## src/design/pl0_pkg.sv

```systemverilog
// pl0_pkg: shared types and constants for the pl0 stack machine
// depends on nothing
`default_nettype none
package pl0_pkg;
	typedef enum logic [3:0] {
		OP_LIT = 4'd0, OP_OPR = 4'd1, OP_LOD = 4'd2, OP_STO = 4'd3, OP_CAL = 4'd4,
		OP_INT = 4'd5, OP_JMP = 4'd6, OP_JPC = 4'd7, OP_RED = 4'd8, OP_WRT = 4'd9
	} opcode_t;
	localparam logic [10:0] OPR_RET = 11'd0;
	localparam logic [10:0] OPR_NEG = 11'd1;
	localparam logic [10:0] OPR_ADD = 11'd2;
	localparam logic [10:0] OPR_SUB = 11'd3;
	localparam logic [10:0] OPR_MUL = 11'd4;
	localparam logic [10:0] OPR_DIV = 11'd5;
	localparam logic [10:0] OPR_ODD = 11'd6;
	localparam logic [10:0] OPR_EQ  = 11'd7;
	localparam logic [10:0] OPR_NE  = 11'd8;
	localparam logic [10:0] OPR_LT  = 11'd9;
	localparam logic [10:0] OPR_GE  = 11'd10;
	localparam logic [10:0] OPR_GT  = 11'd11;
	localparam logic [10:0] OPR_LE  = 11'd12;
	localparam logic [1:0] FLT_NONE = 2'd0;
	localparam logic [1:0] FLT_DIV0 = 2'd1;
	localparam logic [1:0] FLT_STACK = 2'd2;
	localparam logic [1:0] FLT_CODE = 2'd3;
endpackage
`default_nettype wire

```

## src/design/pl0_div.sv

```systemverilog
// pl0_div: signed truncating divider, one quotient bit per cycle
// depends on pl0_pkg
`default_nettype none
module pl0_div import pl0_pkg::*; #(
	parameter int W = 32
) (
	input  wire          clk,
	input  wire          arst_n,
	input  wire          start,
	input  wire  [W-1:0] x,
	input  wire  [W-1:0] y,
	output logic         busy,
	output logic [W-1:0] quot
);
	localparam int CW = $clog2(W + 1);
	logic [W-1:0] rem_q, q_q, d_q;
	logic [CW-1:0] cnt_q;
	logic neg_q;
	logic [W:0] trial;
	logic [W-1:0] ax, ay;
	assign ax = x[W-1] ? (~x + 1'b1) : x;
	assign ay = y[W-1] ? (~y + 1'b1) : y;
	assign trial = {rem_q, q_q[W-1]} - {1'b0, d_q};
	always_ff @(posedge clk or negedge arst_n) begin
		if (!arst_n) begin
			cnt_q <= '0;
		end else if (start) begin
			cnt_q <= CW'(W);
		end else if (cnt_q != '0) begin
			cnt_q <= cnt_q - 1'b1;
		end
	end
	always_ff @(posedge clk) begin
		if (start) begin
			rem_q <= '0;
			q_q <= ax;
			d_q <= ay;
			neg_q <= x[W-1] ^ y[W-1];
		end else if (cnt_q != '0) begin
			if (!trial[W]) begin
				rem_q <= trial[W-1:0];
				q_q <= {q_q[W-2:0], 1'b1};
			end else begin
				rem_q <= {rem_q[W-2:0], q_q[W-1]};
				q_q <= {q_q[W-2:0], 1'b0};
			end
		end
	end
	assign busy = (cnt_q != '0) || start;
	assign quot = neg_q ? (~q_q + 1'b1) : q_q;
endmodule
`default_nettype wire

```

## config.mk

```make
export PLATFORM = sky130hd
export DESIGN_NAME = pl0_div
export DESIGN_NICKNAME = d
export VERILOG_FILES = /design/src/design/pl0_pkg.sv /design/src/design/pl0_div.sv
export SDC_FILE = /design/constraint.sdc
export NUM_CORES = 1
export LEC_CHECK = 0
export ABC_CLOCK_PERIOD_IN_PS = 3900
export BUFFER_PORTS_ARGS = -buffer_cell sky130_fd_sc_hd__buf_4
export CAP_MARGIN = 15
export CORE_MARGIN = 2
export CORE_UTILIZATION = 43
export DETAILED_ROUTE_END_ITERATION = 16
export PLACE_DENSITY = 0.66
export SLEW_MARGIN = 20
export SYNTH_ARGS = -nofsm -noshare
export SYNTH_HDL_FRONTEND = slang
export SYNTH_SLANG_ARGS = --single-unit
```

## constraint.sdc

```tcl
create_clock -name clk -period 3.9 [get_ports clk]
set_input_delay 0 -clock clk [delete_from_list [all_inputs] [get_ports clk]]
set_output_delay 0 -clock clk [all_outputs]
set_load 0.01 [all_outputs]
```

==> results_dict.tcl, run 1 <==
set metrics [dict create \
    outcome "completed" \
    ios 100 \
    worstReg2RegStart "q_q[31]" \
    criticalPathCategory "reg2reg" \
    core.rowCount 49 \
    reg2reg_to "rem_q[30]" \
    area_growth_pct 20.4 \
    fillCellCount 1687 \
    tns_ps 0 \
    synth_cell_types 69 \
    drv_slew 0 \
    synth_area_per_cell_um2 8.58 \
    cp-start-kind "flop" \
    period_share_pct 88.9 \
    dieArea_um2 19100 \
    synth_top_area_share_pct 25.2 \
    synth-seq-cells 103 \
    synth_warnings 0 \
    grt.overflow.total 0 \
    hold_depth 3 \
    cp.arrival_ps 3730 \
    die_h_um 138 \
    firstDrtPassIters 5 \
    ant_nets 0 \
    max-cap-violations 0 \
    reg2reg_slack_ps 430 \
    met2_usage_pct 34.7 \
    cts_tree "yes" \
    place_congestion 0.863 \
    hold_viol_final 0 \
    synth_area_leader_cell "edfxtp_1" \
    end_kind "flop" \
    powerDensity_nw_per_um2 538 \
    dr.first_iter.drc_count 441 \
    met3_usage_pct 2.91 \
    finalCriticalPeriod_ps 3470 \
    yosysSeqAreaShare_pct 35.4 \
    grt_max_degree 67 \
    port_buffers 99 \
    ys.flop_type "edfxtp_1" \
    synth-async-reset-ratio_pct 5.83 \
    drcViolationCount 0 \
    post_dp_cell_area_um2 8700 \
    cts_buffers 9 \
    via_per_inst 5.50 \
    grt_pass1_vias 6704 \
    setup-violations-final 0 \
    clockBufferDepth 2 \
    wl_per_cell_um 15.0 \
    grt_use_met1_pct 26.3 \
    vias 6871 \
    cts.clk_slew.worst_paths_ps 70 \
    rsz0062_at_grt "false" \
    leakage_nw 3.77 \
    hold_class "in2reg" \
    design_area_um2 9330 \
    final_nets 1119 \
    grt_pass1_wl_mm 32.3 \
    cts_root_buf "clkbuf_16" \
    synth_common_cells "95 x nor2_1, 78 x xnor2_1, 75 x nand2_1" \
    cts_max_level 3 \
    finalClockSkew_ps 9.26 \
    grt_use_total_pct 20.1 \
    rr_worst_depth 13 \
    antenna_found_initial 0 \
    synthTopCellsByArea "edfxtp_1 25%, xnor2_1 8.8%, dfxtp_1 8.3%" \
    synth_area_um2 7750 \
    start_util_pct 43.4 \
    synth_fp_nets 1007 \
    clock_latency_ps 360 \
    whs_endpoint "q_q[30]" \
    required_ps 4160 \
    min_from "x[30]" \
    drive_gt1_share_pct 14.8 \
    synthCells 903 \
    top_usage_layer "met2" \
    drt_wl_total_mm 18.8 \
    diodes 0 \
    tightest_slew_ps 960 \
    dp_hpwl_mm 13.5 \
    peakVddDrop_uv 307 \
    relSlewSlack_pct 36.0 \
    synth-edff-count 65 \
    core_um2 17800 \
    numClockSinks 103 \
    crit_fanout 12 \
    die_w_um 138 \
    clock.fmax_ghz 0.288 \
    synth.most_common_cell "nor2_1" \
]
cells in the final DEF, fill, tap and decap left out, types with 7 or more instances in the layout:
master         synthesis  routed
buf_4                  1     110
nor4_1                23      22
dlygate4sd3_1          0      34
nand2_1               75      75
ha_1                  36      36
nand3_1               21      21
o21a_1                 9       9
dfxtp_1               32      32
edfxtp_1              65      65
clkbuf_16              0       9
o41ai_1               11      11
o31ai_1               23      23
xnor2_1               78      77
a21o_1                12      12
inv_1                 52      52
a21oi_1               63      62
or3_1                 11      11
nor2_1                95      95
nor3_1                45      45
nand4_1                8       8
or4_1                 15      15
xor2_1                37      37
nand2b_1              11      11
a211oi_1               7       7
o21ai_0               43      43
per-layer routing:
layer / part of all wire, % / vias to the layer above
li1: - / 3525
met4: 1.3 / 0
met3: 3.6 / 16
met5: 0 / -
met1: 47 / 3199
met2: 48 / 131
area by class of cell:
type,instances,area (um2),area share (%)
clock buffers,10,239,2.56
clock inverters,6,45.0,0.483
inverters,52,195,2.09
multi-input cells,705,4660,49.9
flip-flops and latches,103,2740,29.4
well taps,229,287,3.07
repair buffers,144,1170,12.5
power breakdown:
part,total (W),switching [W],internal [W]
clock network,0.000886,0.000433,0.000453
registers,0.00170,0.000254,0.00145
logic,0.00244,0.00134,0.00109
metrics by stage:
step	setup WS (ps)	power (W)	cells	utilization (%)	hold slack [ps]
finish	432	0.00502	1249	52.3	32.2
global placement	486	0.00407	1198	48.8	-188
detailed placement	389	0.00410	1198	48.8	-187
CTS	342	0.00503	1248	52.3	25.4
global route	69.4	0.00542	1249	52.3	38.4
floorplan	684	0.00340	903	-	-296
worst max-delay path, stage by stage, from the launching register on:
cell	delay, ps
edfxtp_1	390
inv_1	60
ha_1	220
fa_1	380
nand2b_1	190
a21oi_1	240
o21ba_2	220
o2111ai_1	210
a21oi_2	260
o221ai_2	230
xor2_2	340
buf_4	270
a21oi_1	90
a221oi_1	270
how the worst max path moves through the flow:
stage,from,endpoint
global placement,q_q[31],rem_q[30]
floorplan,q_q[31],rem_q[28]
detailed placement,q_q[31],rem_q[30]
CTS,q_q[31],rem_q[30]
global route,q_q[31],rem_q[30]
finish,q_q[31],rem_q[30]
state kept, by name, summed over array words and instances, names as in the netlist:
name   cells
d_q       32
cnt_q      6
q_q       32
rem_q     32
neg_q      1
timing repair:
action                     4_1_cts  5_1_grt
setup endpoints to repair        0        1
setup buffers                    0        1
hold buffers                    34        0
hold endpoints to repair        38        0
gates resized for setup          0        1
logic make-up after synthesis:
logic type      after synthesis  synth area share [%]
mux                           2                 0.274
simple gates                333                  21.5
xor+xnor                    116                  13.2
compound gates              217                  18.9
buf+inv                      95                  4.73
fa+ha+maj                    37                  6.07
flops                       103                  35.4
No activity file was read; power rests on OpenSTA's default activity.
==> run 2, diff against run 1 <==
Settings changed: BUFFER_PORTS_ARGS -buffer_cell sky130_fd_sc_hd__buf_4 to default, DONT_BUFFER_PORTS from default to 1, PLACE_DENSITY 0.66 to 0.62, SETUP_SLACK_MARGIN from default to 0.1.
==> results_dict.tcl, run 2 (same netlist as run 1, synthesis figures left out) <==
set metrics [dict create \
    outcome "completed" \
    finalClockSkew_ps 11.0 \
    grt_max_degree 134 \
    rsz0062_at_grt "false" \
    ant_nets 0 \
    max-cap-violations 0 \
    die_w_um 138 \
    diodes 0 \
    mostFrequentLayoutCells "95 x nor2_1, 89 x dlygate4sd3_1, 77 x xnor2_1" \
    dr.first_iter.drc_count 413 \
    port_buffers 0 \
    drv_slew 0 \
    regArea_um2 2740 \
    setup-violations-final 0 \
    cts_root_buf "clkbuf_16" \
    place_congestion 0.852 \
    grt_pass1_wl_mm 31.8 \
    tightest_slew_ps 899 \
    core_um2 17800 \
    cts_max_level 3 \
    cp-start-kind "flop" \
    cts.clk_slew.worst_paths_ps 70 \
    grt_use_total_pct 20.0 \
    layout_commonest_cell "nor2_1" \
    cpMaxStageDelayCell "or3_1" \
    clockBufferDepth 2 \
    clock.fmax_ghz 0.287 \
    finalPower_w 0.00503 \
    required_ps 4160 \
    drcViolationCount 0 \
    final_nets 1072 \
    period_share_pct 89.2 \
    hold_class "in2reg" \
    firstDrtPassIters 7 \
    area_growth_pct 18.9 \
    end_kind "flop" \
    finalCriticalPeriod_ps 3480 \
    die_h_um 138 \
    numClockSinks 103 \
    worstReg2RegStart "q_q[31]" \
    cts_buffers 9 \
    start_util_pct 43.4 \
    cp.arrival_ps 3740 \
    critPathBufInv 1 \
    grt_pass1_vias 6359 \
    tns_ps 0 \
    leakage_nw 3.56 \
    crit_fanout 7 \
    criticalPathCategory "reg2reg" \
    relSlewSlack_pct 40.0 \
    fillCellCount 1669 \
    vias 6763 \
    antenna_found_initial 0 \
    ios 100 \
    cpPeakStageDelay_ps 420 \
    wl_per_cell_um 15.7 \
    drt_wl_total_mm 18.8 \
    hold_viol_final 0 \
    clock_latency_ps 350 \
    multi_input_area_um2 4670 \
    min_from "x[31]" \
    drive_gt1_share_pct 4.93 \
    peakVddDrop_uv 275 \
    dieArea_um2 19100 \
    cts_tree "yes" \
    crit_start "q_q[31]" \
    via_per_inst 5.63 \
    core.rowCount 49 \
    cts_setup_buffers 0 \
    powerDensity_nw_per_um2 546 \
    grt.overflow.total 0 \
    reg_top3 "d_q x32, q_q x32, rem_q x32" \
    critical-path-top-delay-family "compound AO/OA/AOI/OAI gates" \
    cp_cell_sequence "inv_1, ha_1, fa_1, nand2b_1, a21oi_1, o21ba_2, o2111ai_1, a21oi_2, o221ai_2, xor2_4, or3_1, a311oi_1" \
    dp_hpwl_mm 12.4 \
]
-- run 2: changes by cell type in the layout (fill, tap and decap cells not counted), sizes merged --
cell | before | now
buf | 110 | 8
bufinv | 0 | 3
clkinv | 2 | 0
clkinvlp | 3 | 1
dlygate4sd3 | 34 | 89
inv | 53 | 54
-- run 2: per-layer routing --
layer,part of all wire [%],track usage (%)
met5,0,0
met4,1.4,5.59
met3,4.0,3.01
met2,46,32.4
met1,48,27.8
-- run 2: metrics by stage --
stage	cell area [um2]	worst slack, ps	hold slack (ps)	std cells	util (%)
final	9210	420	11.8	1202	51.6
after global routing	9210	120	25.0	1202	51.6
after CTS	9200	297	0.896	1202	51.5
after detailed placement	7930	335	-295	1096	44.5
after global placement	7930	447	-295	1096	44.5
after floorplan	7750	684	-296	903	-
-- run 2: worst reg2reg max path, delay by kind of cell (launching register included) --
family,cells,cell delay (ps)
flops,1,390
buf+inv,1,60
fa+ha+maj,2,600
compound gates,6,1460
xor+xnor,1,250
simple gates,2,620
-- run 2: report_power, final --
part,leakage (nW),switching [W],internal (W),total [W]
clock network,0.164,0.000426,0.000633,0.00106
registers,0.985,0.000258,0.00145,0.00171
logic,2.41,0.00128,0.000980,0.00226
total,3.56,0.00197,0.00306,0.00503
-- run 2: area by class of cell --
| type | instances | area share [%] |
|---|---|---|
| multi-input combinational | 705 | 50.7 |
| timing repair buffer | 97 | 10.6 |
| tap | 229 | 3.11 |
| sequential | 103 | 29.8 |
| inverter | 52 | 2.12 |
| clock inverter | 6 | 1.25 |
| clock buffer | 10 | 2.49 |
-- run 2: what timing repair did --
item,in CTS,in global routing
resized for setup,0,3
setup endpoints to repair,0,20
hold buffers,90,0
endpoints found under the hold margin,142,0
-- run 2: path summary, 6_finish.rpt --
| kind | endpoint | slack, ps | depth (start not counted) |
|---|---|---|---|
| setup / recovery | rem_q[3] | 420 | 12 |
| hold / removal | q_q[28] | 10 | 3 |
| setup reg to reg | rem_q[3] | 420 | 12 |
| hold reg to reg | rem_q[2] | 510 | 2 |
| max in group asynchronous | cnt_q[4] | 3130 | 2 |
| min in group asynchronous | cnt_q[5] | 530 | 2 |
==> run 3, diff against run 2 <==
Settings changed: PLACE_DENSITY 0.62 to default.
==> results_dict.tcl, run 3 (same netlist as run 1, synthesis figures left out) <==
set metrics [dict create \
    setup_ws_ps 510 \
    setup-violations-final 0 \
    relSlewSlack_pct 39.7 \
    cts_buffers 9 \
    dpl_worst_slack_ps 432 \
    start_util_pct 43.4 \
    worstSetupEndpoint "rem_q[5]" \
    criticalPathCategory "reg2reg" \
    grt_pass1_vias 6621 \
    cts_root_buf "clkbuf_16" \
    mostFrequentLayoutCells "96 x dlygate4sd3_1, 95 x nor2_1, 77 x xnor2_1" \
    numClockSinks 103 \
    final_cells 1209 \
    grt.overflow.total 0 \
    core.rowCount 49 \
    dr.first_iter.drc_count 454 \
    required_ps 4170 \
    clockBufferDepth 2 \
    area_growth_pct 19.2 \
    dp_hpwl_mm 12.7 \
    grt_use_total_pct 20.5 \
    cts_tree "yes" \
    wl_per_cell_um 15.9 \
    via_per_inst 5.58 \
    port_buffers 0 \
    crit_start "q_q[31]" \
    hold_class "in2reg" \
    die_h_um 138 \
    antenna_found_initial 0 \
    post_cts_resized 0 \
    finalCriticalPeriod_ps 3390 \
    peakVddDrop_uv 283 \
    reg_top3 "d_q x32, q_q x32, rem_q x32" \
    powerDensity_nw_per_um2 534 \
    final_nets 1079 \
    worstReg2RegStart "q_q[31]" \
    period_share_pct 86.9 \
    post-route-util_pct 51.8 \
    drive_gt1_share_pct 4.80 \
    firstDrtPassIters 5 \
    diodes 0 \
    hold_viol_final 0 \
    drcViolationCount 0 \
    ios 100 \
    finalClockSkew_ps 14.9 \
    cp.arrival_ps 3660 \
    grt_pass1_wl_mm 32.7 \
    end_kind "flop" \
    place_inst 1096 \
    rr_worst_depth 13 \
    ant_nets 0 \
    vias 6746 \
    max-cap-violations 0 \
    reg2reg_slack_ps 510 \
    dieArea_um2 19100 \
    clock_latency_ps 370 \
    leakage_nw 3.58 \
    layout_commonest_cell "dlygate4sd3_1" \
    grt_max_degree 134 \
    rsz0062_at_grt "false" \
    drt_wl_total_mm 19.3 \
    cp-start-kind "flop" \
    die_w_um 138 \
    tightest_slew_ps 905 \
    place_congestion 0.847 \
    core_um2 17800 \
    clock.fmax_ghz 0.295 \
    cts.clk_slew.worst_paths_ps 80 \
    drv_slew 0 \
    reg2reg_to "rem_q[5]" \
    cts_max_level 3 \
    outcome "completed" \
    tns_ps 0 \
    crit_fanout 12 \
]
## run 3: changes by cell type in the layout (fill, tap and decap cells not counted), moves of 2 or more
cell	delta
dlygate4sd3_1	+7
buf_12	+2
bufinv_16	-2
clkinv_2	+2
## run 3: layer usage
metal	track usage (%)	wire length, um	vias up
li1	-	-	3446
met1	28.5	9360	3135
met2	33.7	8900	143
met3	3.15	781	22
met4	5.26	222	0
met5	0	0	-
## run 3: worst min path at each step
| stage | startpoint | to | cells after the start | slack, ps |
|---|---|---|---|---|
| CTS | x[31] | q_q[12] | 3 | 3 |
| global route | x[31] | q_q[23] | 3 | 20 |
| detailed placement | arst_n | cnt_q[4] | 0 | -300 |
| global placement | arst_n | cnt_q[4] | 0 | -300 |
| finish | x[31] | q_q[12] | 3 | 10 |
| floorplan | arst_n | cnt_q[0] | 0 | -300 |
## run 3: through the flow
stage               hold slack (ps)  power [W]  cell area [um2]
floorplan                      -296    0.00340             7750
global placement               -295    0.00388             7960
detailed placement             -295    0.00388             7960
CTS                            3.09    0.00496             9240
global route                   23.5    0.00531             9240
finish                         12.6    0.00494             9240
## run 3: final cells by class
cell class	count	area [um2]
fillers	1676	8600
multi-input cells	705	4660
flip-flops and latches	103	2740
repair buffers	104	1070
well taps	229	287
clock buffers	9	225
inverters	52	195
clock inverters	7	70.1
## run 3: worst max-delay path, cell delays in order, from the launching register on
cell and delay, ps:
edfxtp_1 380, inv_1 60, ha_1 220, fa_1 380, nand2b_1 190, a21oi_1 250
o21ba_2 220, o2111ai_1 160, a21oi_1 320, o221ai_2 260, xor2_2 270, buf_4 250
nor3_1 80, nor4_1 270
## run 3: power by group
part	leakage, nW	total (W)	switching, W	internal, W
Sequential	0.985	0.00172	0.000266	0.00145
Combinational	2.44	0.00229	0.00129	0.00100
Clock	0.148	0.000929	0.000430	0.000499
## run 3: what timing repair did
action                    CTS  global route
hold endpoints to repair  142             0
hold buffers               97             0
buffers inserted            0             0
